## src/mcct_pkg.sv

```systemverilog
package mcct_pkg;

    // Velocity difference width (two signed Q7.8 values subtracted).
    localparam int VW = 17;
    // Width of A = U^2 + W^2.
    localparam int AW = 33;
    // Depth of the queue between the front and the back.
    localparam int Q_DEPTH = 4;
    // Reset value of the radius register (1.0 in Q8.8).
    localparam logic [15:0] RADIUS_RESET = 16'd256;
    // Configuration address width and register index (paddr[2]).
    localparam int PADDR_W = 3;
    localparam logic IDX_RADIUS = 1'b0;
    // Saturation limits of the Q15.16 time.
    localparam logic [31:0] TIME_POS_MAX = 32'h7FFF_FFFF;
    localparam logic [31:0] TIME_NEG_MAG = 32'h8000_0000;

    typedef enum logic [1:0] {
        KIND_MISS,
        KIND_ZERO,
        KIND_SOLVE
    } t_kind;

    typedef struct packed {
        t_kind kind;
        logic  b_neg;
    } t_ctl;

    function automatic int f_frac(input int p);
        return (p > 8) ? p : 8;
    endfunction

    function automatic int f_s(input int p);
        return 24 - f_frac(p);
    endfunction

    function automatic int f_psh(input int p);
        return f_frac(p) - p;
    endfunction

    function automatic int f_rsh(input int p);
        return f_frac(p) - 8;
    endfunction

    function automatic int f_xw(input int p);
        return 25 + f_psh(p);
    endfunction

    function automatic int f_bw(input int p);
        return f_xw(p) + VW;
    endfunction

    function automatic int f_mw(input int p);
        return f_bw(p) - 1;
    endfunction

    function automatic int f_cw(input int p);
        return 2 * f_xw(p) + 1;
    endfunction

    function automatic int f_cpw(input int p);
        return 2 * f_xw(p) - 1;
    endfunction

    function automatic int f_dw(input int p);
        return AW + f_cpw(p);
    endfunction

    function automatic int f_rtw(input int p);
        return (f_dw(p) + 2 * f_s(p) + 1) / 2;
    endfunction

    function automatic int f_nw(input int p);
        return f_mw(p) + f_s(p);
    endfunction

endpackage

```

## src/mcct_fifo.sv

```systemverilog
module mcct_fifo import mcct_pkg::*; #(
    parameter int W     = 8,
    parameter int DEPTH = Q_DEPTH
) (
    input  logic         i_clk,
    input  logic         i_rst_n,
    input  logic         i_push,
    input  logic [W-1:0] i_data,
    input  logic         i_pop,
    output logic [W-1:0] o_data,
    output logic         o_empty,
    output logic         o_full
);

    localparam int PW = (DEPTH > 1) ? $clog2(DEPTH) : 1;
    localparam int CNW = $clog2(DEPTH + 1);

    logic [W-1:0]   r_mem [DEPTH];
    logic [PW-1:0]  r_wr, r_rd;
    logic [CNW-1:0] r_cnt;

    assign o_data  = r_mem[r_rd];
    assign o_empty = (r_cnt == '0);
    assign o_full  = (r_cnt == CNW'(DEPTH));

    always_ff @(posedge i_clk) begin
        if (!i_rst_n) begin
            r_wr  <= '0;
            r_rd  <= '0;
            r_cnt <= '0;
        end else begin
            if (i_push) begin
                r_wr <= (r_wr == PW'(DEPTH - 1)) ? '0 : r_wr + 1'b1;
            end
            if (i_pop) begin
                r_rd <= (r_rd == PW'(DEPTH - 1)) ? '0 : r_rd + 1'b1;
            end
            if (i_push && !i_pop) begin
                r_cnt <= r_cnt + 1'b1;
            end else if (i_pop && !i_push) begin
                r_cnt <= r_cnt - 1'b1;
            end
        end
    end

    always_ff @(posedge i_clk) begin
        if (i_push) begin
            r_mem[r_wr] <= i_data;
        end
    end

    a_no_overflow: assert property (@(posedge i_clk) disable iff (!i_rst_n)
        i_push |-> !o_full)
        else $error("queue written while full");

    a_no_underflow: assert property (@(posedge i_clk) disable iff (!i_rst_n)
        i_pop |-> !o_empty)
        else $error("queue read while empty");

endmodule

```

## config.mk

```make
export PLATFORM = sky130hd
export DESIGN_NAME = mcct_fifo
export DESIGN_NICKNAME = d
export VERILOG_FILES = /design/src/mcct_pkg.sv /design/src/mcct_fifo.sv
export SDC_FILE = /design/constraint.sdc
export NUM_CORES = 1
export LEC_CHECK = 0
export ABC_AREA = 1
export BUFFER_PORTS_ARGS = -buffer_cell sky130_fd_sc_hd__buf_2
export CORE_MARGIN = 2
export CORE_UTILIZATION = 55
export CTS_CLUSTER_DIAMETER = 60
export CTS_CLUSTER_SIZE = 40
export DETAILED_ROUTE_END_ITERATION = 8
export GPL_ROUTABILITY_DRIVEN = 0
export GPL_TIMING_DRIVEN = 0
export HOLD_SLACK_MARGIN = 0.15
export PLACE_DENSITY = 0.85
export SLEW_MARGIN = 20
export SYNTH_ARGS = -nofsm -noshare
export SYNTH_HDL_FRONTEND = slang
export SYNTH_SLANG_ARGS = --single-unit
```

## constraint.sdc

```tcl
create_clock -name i_clk -period 1.6 [get_ports i_clk]
set_clock_uncertainty 0.05 [all_clocks]
set_input_delay 0.32 -clock i_clk [delete_from_list [all_inputs] [get_ports i_clk]]
set_output_delay 0.32 -clock i_clk [all_outputs]
set_load 0.01 [all_outputs]
```

; Word level (Yosys, flattened, before mapping)
; Memories as Yosys holds them, arrays and structs flattened. A register that Yosys moved wholly into a read port is not among the register bits.
; Index checks and enable logic that the tools add are counted.
[totals]
regBits = 7
ramBits = 32
in_bits = 12
out_inout_bits = 10
wordCells = 25
n_memories = 1
[classes]
addsub = 4
eq_ne = 3
muxes = 8
n_reduce_logical = 6
[memory_table]
columns = name, depth, word_bits, rd, rd_clocked_by_memory_dff, write_ports, line
row1 = r_mem, 4, 8, 1, 1, 1, mcct_fifo.sv:18  ; logic [W-1:0] r_mem [DEPTH];
[ops]
columns = op, n
row1 = 2-bit 2-to-1 mux, 4
row2 = 3-bit 2-to-1 mux, 2
row3 = "2-bit by 1-bit adder with 2-bit output, second input constant", 2
row4 = "2-bit == test, second input constant", 2
row5 = "3-bit by 1-bit adder with 3-bit output, second input constant", 1
row6 = "3-bit == test, second input constant", 1
row7 = 3-bit logical NOT, 1
row8 = "3-bit by 1-bit subtractor with 3-bit output, second input constant", 1
row9 = 1-bit logical AND, 2
row10 = 1-bit logical NOT, 2
row11 = 1-bit 2-to-1 mux, 2
row12 = 2-bit nonzero test, 1

; Longest topological paths before layout
; Gate-level depths: netlist of run 1.
[logic_depth]
word_depth = 4
ltp_mapped = 10
ltp_nobuf = 10

; Least setup slack after synthesis of run 1
; No wires, ideal clock.
[synth_path]
kind = input port to flip-flop
startpoint = in i_pop
endpoint = reg r_cnt[2]
setup_time_ns = 0.110
t_arrival_ns = 1.261
required_time_ns = 1.440
path_slack_ns = 0.179
path_stages = 10
path_buffers = 0
cell_sequence = inv_1 ha_1 inv_1 fa_1 inv_1 nand2_1 nand3_1 nand2_1 inv_1 nor2_1
[synth_via]
elab_chain_cells = 3
elab_cells_between_ends = 5
classes_between = 1 x mux / 4 x reduce/logical
[synth_lines]
columns = element, line
row1 = "start, declared", mcct_fifo.sv:9  ; input logic i_pop,
row2 = 1-bit logical NOT, mcct_fifo.sv:38  ; if (i_push && !i_pop) begin
row3 = 1-bit logical AND, mcct_fifo.sv:38
row4 = 3-bit 2-to-1 mux or 2-bit nonzero test (tied branches), -
row5 = "end signal, assigned", mcct_fifo.sv:39  ; r_cnt <= r_cnt + 1'b1;
row6 = "end signal, assigned", mcct_fifo.sv:41  ; r_cnt <= r_cnt - 1'b1;
row7 = "end, declared", mcct_fifo.sv:20  ; logic [CNW-1:0] r_cnt;
; Several ways; a longest one is shown, not always the timed one.
; A chain may end at the register's enable or synchronous reset.

==> results of run 1 <==
[cells in the mapped netlist, drive strengths merged]
cell and instances:
a21oi 3, buf 2, dfxtp 9, edfxtp 32
fa 1, ha 6, inv 16, nand2 8
nand3 1, nand4 1, nor2 24, nor3 4
o21ai 19, o22ai 8, xor2 1
[cell type report]
type	instances	area share
Buffer	2	0.01267
Multi-Input combinational cell	76	0.2334
Sequential cell	41	0.5537
Inverter	16	0.03498
Timing Repair Buffer	34	0.1206
Clock inverter	2	0.006031
Clock buffer	6	0.01990
Tap cell	31	0.01870
[cell families (layout without fill, tap and decap cells)]
logic type / count (synthesis) / count (layout)
flops: 41 / 41
simple gates: 38 / 38
compound gates: 30 / 30
buf+inv: 18 / 60
fa+ha+maj: 7 / 7
xor+xnor: 1 / 1
[through the flow]
step                      hold slack (ns)  TNS [ns]  worst slack [ns]  cells    util
after floorplan                    0.3689         0            0.1794    135       -
after global placement             0.4517         0           0.01997    187  0.6401
after detailed placement           0.4788  -0.06123          -0.03710    187  0.6401
after CTS                          0.1639   -0.5761          -0.08365    208  0.7248
after global routing               0.1894   -0.9765           -0.1427    208  0.7395
final                              0.1827   -0.4170          -0.07955    208  0.7395
[path summary, 6_finish.rpt]
kind | from | endpoint | slack [ns] | cells past startpoint
hold reg to reg | r_wr[1]$_SDFFE_PN0P_ | r_wr[1]$_SDFFE_PN0P_ | 0.48 | 2
setup / recovery | flop | o_data[1] | -0.08 | 5
setup reg to reg | r_wr[0]$_SDFFE_PN0P_ | r_mem[3][4]$_DFFE_PP_ | 0.23 | 3
hold / removal | i_rst_n | r_cnt[2]$_SDFFE_PN0P_ | 0.18 | 3
[per-layer routing]
layer | vias to the layer above | part of all wire | track usage
met4 | 0 | 0.013 | 0.07792
li1 | 561 | - | -
met3 | 4 | 0.041 | 0.05934
met5 | - | 0 | 0
met1 | 502 | 0.40 | 0.2202
met2 | 25 | 0.54 | 0.3397
[sequential cells by signal, summed over array words and instances (netlist names), named ones only]
signal and cells:
r_mem 32, r_cnt 3, r_rd 2, r_wr 2
[worst reg2reg max path: stages, from the launching register on]
cell and delay [ns]:
dfxtp_1 0.42, ha_1 0.21, nand2_1 0.06, inv_1 0.28
[power groups by stage]
stage | combinational (mW) | clock [mW] | sequential [mW]
finish | 0.341 | 0.490 | 1.25
detailed placement | 0.271 | 0 | 1.27
global route | 0.376 | 0.552 | 1.26
floorplan | 0.172 | 0 | 1.26
global placement | 0.254 | 0 | 1.27
CTS | 0.328 | 0.510 | 1.25
[what timing repair did]
| item | in CTS | in global routing |
|---|---|---|
| gates resized for setup | 26 | 12 |
| pin swaps | 5 | 1 |
| hold buffers | 8 | 0 |
| endpoints found under the hold margin | 32 | 0 |
| buffers inserted | 4 | 0 |
| cloned | 1 | 0 |
| endpoints found under the setup margin | 8 | 8 |
[layout by cell type (no fill, tap or decap)]
| master | n |
|---|---|
| nor2_1 | 19 |
| fa_1 | 1 |
| clkbuf_1 | 1 |
| ha_1 | 6 |
| xor2_1 | 1 |
| nor3_1 | 4 |
| o22ai_1 | 6 |
| dlygate4sd3_1 | 8 |
| o21ai_1 | 8 |
| buf_2 | 21 |
| buf_16 | 1 |
| o21ai_0 | 4 |
| buf_6 | 3 |
| nor2_2 | 3 |
| inv_8 | 1 |
| edfxtp_1 | 32 |
| nand3_1 | 1 |
| o21ai_2 | 6 |
| inv_4 | 2 |
| inv_1 | 14 |
| nor2_4 | 2 |
| a21oi_1 | 3 |
| buf_8 | 1 |
| buf_4 | 2 |
| dfxtp_4 | 2 |
| o22ai_2 | 2 |
| nand4_1 | 1 |
| dfxtp_1 | 7 |
| clkbuf_4 | 5 |
| inv_6 | 1 |
| o21ai_4 | 1 |
| nand2_1 | 8 |
==> flow_summary.yaml, run 1 <==
outcome:
  status: "complete, but fails checks"
  violations: "DRC, setup timing"
grt:
  grt_pass1_vias: 1068
  overflow: 0
  grt_max_degree: 14
  grt_antenna_before_repair: 0
  grt_pass1_wl_mm: 4.685
  grt_usage: 0.1941
sta:
  finalWorstSetupSlack_ns: -0.07955
  grt_setup_unrepaired: "yes"
  setup_violations: 8
  timing.final.crit_share: 1.050
  min_period_ns: 1.680
  hold_viol_final: 0
  slew_headroom: 0.7405
  maxSlewViolCount: 0
  worst_slew_pin_slew_ns: 0.3888
  clock.fmax_ghz: 0.5954
synth:
  synth_compound_area_frac: 0.1015
  ys_ff_latch: 41
  synth_simple_gate_area_frac: 0.09470
  synthTopCellsByArea: "edfxtp_1 58%, dfxtp_1 11%, nor2_1 5.0%"
  yosys.area.top_type: "edfxtp_1"
  postSynthCellCount: 135
  synth_xor_xnor_area_share: 0.005303
  synth_top_area_share: 0.5818
  syn_avg_cell_area_um2: 12.23
  ys_seq_area_frac: 0.6909
  syn_nets: 154
  yosys.area_share.adder: 0.05758
  ys_warn_count: 0
  synth_top_family_by_area: "compound AO/OA/AOI/OAI gates"
  yosys.cell_types.count: 19
  synthMuxAreaShare: 0
  syn_area_um2: 1652
pwr:
  seqPwrFrac: 0.601
  combPwrFrac: 0.164
  clkPwrFrac: 0.235
  p_switching_mw: 0.5451
  p_leak_nw: 0.8441
  intPower_mw: 1.538
  p_sw_frac: 0.2617
  pwr_density_cell_nw_per_um2: 1004
  fin_total_pwr_mw: 2.083
  peakVddDrop_v: 0.0006948
cells_and_area:
  syn2layout_area_growth_pct: 25.61
  multi_input_area_um2: 484.2
  finalNetCount: 195
  fillers: 196
  regArea_um2: 1149
  drive_above_1_share: 0.2994
  stdcell_area_um2: 2074
  n_antenna_cell: 0
setup_path:
  critPathKind: "reg2out"
  path_cells: "inv_8 -> buf_4 -> o21ai_2 -> o22ai_2 -> buf_2"
  crit_buf_inv: 3
  critPathSlowestCell: "dfxtp_4"
  crit_fanout: 5
  crit_arrival_ns: 1.31
  cp.required_ns: 1.23
  cp_slowest_stage_delay_ns: 0.42
  critPathTopFamily: "flip-flops"
  start_kind: "flop"
  setup.worst_path.end_class: "primary output"
cts:
  cts_sinks: 41
  htreeDepth: 2
  clock_latency_ns: 0.34
  cts_max_path_buffers: 2
  cts_root_buf: "clkbuf_4"
  cts_made_buffers: 5
  clkTransAtPathRegs_ns: 0.12
  cts_tree: "built"
hold_path:
  min_path_type: "in2reg"
route:
  wl_per_cell_um: 14.43
  viasPerCell: 5.250
  ant_nets: 0
  drtIter0Drc: 44
  drc: 2
  first_pass_iters: 6
  routed_wl_mm: 3.002
  vias: 1092
job:
  max-cap-violations: 0
floorplan:
  die_w_um: 58.80
  rows: 19
  die_h_um: 58.80
  die_area_um2: 3457
  initial_core_util: 0.5888
  core_um2: 2805
  io_pins: 22
placed_design:
  dpl-instance-area_um2: 1795
  dpl.hpwl_mm: 1.968
  portBuffers: 21
Note: power is estimated with default switching activity, not from simulation.
==> run 2, diff against run 1 <==
--- a/config.mk
+++ b/config.mk
@@ -16,6 +16,7 @@
 export GPL_TIMING_DRIVEN = 0
 export HOLD_SLACK_MARGIN = 0.15
 export PLACE_DENSITY = 0.85
+export REMOVE_ABC_BUFFERS = 1
 export SLEW_MARGIN = 20
 export SYNTH_ARGS = -nofsm -noshare
 export SYNTH_HDL_FRONTEND = slang
==> flow_summary.yaml, run 2 (same netlist as run 1, synthesis figures left out) <==
outcome:
  status: "complete, but fails checks"
  violations: "DRC, setup timing"
cts:
  cts_tree: "built"
  cts_made_buffers: 5
  cts_max_path_buffers: 2
  clock_latency_ns: 0.34
  cts_sinks: 41
  cts_root_buf: "clkbuf_4"
  htreeDepth: 2
  clkTransAtPathRegs_ns: 0.11
setup_path:
  critPathKind: "reg2out"
  setup.worst_path.end_class: "primary output"
  crit_fanout: 8
  critPathSlowestCell: "dfxtp_4"
  critPathTopFamily: "flip-flops"
  start_kind: "flop"
  path_cells: "buf_6 -> nor2_1 -> o22ai_1 -> buf_2"
  cp.required_ns: 1.23
  crit_buf_inv: 2
  crit_arrival_ns: 1.29
  cp_slowest_stage_delay_ns: 0.44
cells_and_area:
  multi_input_area_um2: 441.7
  largest_registers: "r_mem (32), r_cnt (3)"
  n_antenna_cell: 0
  drive_above_1_share: 0.2384
  fillers: 193
  final_cell_mix: "32 x edfxtp_1, 21 x nor2_1, 21 x buf_2, 14 x inv_1, 11 x o21ai_0"
  final_common_cell: "edfxtp_1"
  regArea_um2: 1149
  finalNetCount: 190
  largest_reg_flops: 32
  syn2layout_area_growth_pct: 20.00
  top_register: "r_mem"
  stdcell_area_um2: 1982
floorplan:
  die_h_um: 58.80
  io_pins: 22
  core_um2: 2805
  initial_core_util: 0.5888
  rows: 19
  die_w_um: 58.80
  die_area_um2: 3457
sta:
  setup_violations: 8
  fin_hold_ws_ns: 0.1994
  finalWorstSetupSlack_ns: -0.05673
  maxSlewViolCount: 0
  clock.fmax_ghz: 0.6036
  timing.final.crit_share: 1.035
  setup-tns-final_ns: -0.2672
  slew_headroom: 0.7513
  grt_setup_unrepaired: "yes"
  hold_viol_final: 0
  min_period_ns: 1.657
  worst_slew_pin_slew_ns: 0.3726
job:
  max-cap-violations: 0
grt:
  grt_pass1_vias: 1116
  grt_pass1_wl_mm: 4.554
  overflow: 0
  grt_usage: 0.1847
  grt_max_degree: 17
  grt_antenna_before_repair: 0
route:
  drtIter0Drc: 33
  drc: 3
  ant_nets: 0
  routed_wl_mm: 2.791
  vias: 1105
  wl_per_cell_um: 13.75
  first_pass_iters: 6
  viasPerCell: 5.443
placed_design:
  pre_cts_slack_ns: -0.1249
  portBuffers: 21
  dpl.hpwl_mm: 1.887
  dpl-instance-area_um2: 1773
pwr:
  pwr_density_cell_nw_per_um2: 1090
  peakVddDrop_v: 0.0007453
  p_leak_nw: 0.8021
  fin_total_pwr_mw: 2.160
hold_path:
  min_path_type: "in2reg"
run 2: changes by cell type in the layout (fill, tap and decap cells not counted), sizes merged:
cell	before	now
bufinv	0	1
buf	28	23
inv	18	16
clkinv	0	1
run 2: stage by stage:
stage | std cells | util
finish | 203 | 0.7065
global route | 203 | 0.7065
detailed placement | 185 | 0.6320
floorplan | 133 | -
global placement | 185 | 0.6320
CTS | 202 | 0.6949
run 2: power by group:
group	leakage [nW]	total [mW]	switching, mW	internal (mW)
clock network	0.0399	0.617	0.292	0.325
logic	0.392	0.292	0.168	0.124
registers	0.370	1.25	0.0445	1.21
run 2: routing by layer:
metal  vias to the layer above  global-route usage  part of all wire  wire, um
li1                        544                   -                 -         -
met1                       523              0.1964              0.40      1107
met2                        31              0.3270              0.53      1490
met3                         7             0.06154             0.055       154
met4                         0             0.08766             0.014        38
met5                         -                   0                 0         0
run 2: area by class of cell:
class,instances,area share
Sequential cell,41,0.5795
Multi-Input combinational cell,76,0.2229
Timing Repair Buffer,31,0.1048
Inverter,16,0.03535
Clock buffer,6,0.02083
Tap cell,31,0.01957
Clock inverter,2,0.01705
run 2: repair_timing:
action,4_1_cts,5_1_grt
pin swaps,2,6
hold buffers,7,1
setup buffers,2,0
endpoints found under the setup margin,8,8
gates resized for setup,10,10
endpoints found under the hold margin,27,4
run 2: path summary, 6_finish.rpt:
path | start | endpoint | slack (ns) | cells past startpoint
max | flop | o_data[4] | -0.06 | 4
min | i_rst_n | r_cnt[2]$_SDFFE_PN0P_ | 0.20 | 3
max reg2reg | r_cnt[0]$_SDFFE_PN0P_ | r_cnt[2]$_SDFFE_PN0P_ | 0.25 | 7
min reg2reg | r_rd[0]$_SDFFE_PN0P_ | flop | 0.50 | 2
run 2: worst register-to-register path, delay by kind of cell (launching register included):
family	cells	cell delay (ns)
AND/OR/NAND/NOR	4	0.27
adder cells (fa/ha/maj)	1	0.45
flip-flops	1	0.38
buffers and inverters	2	0.12
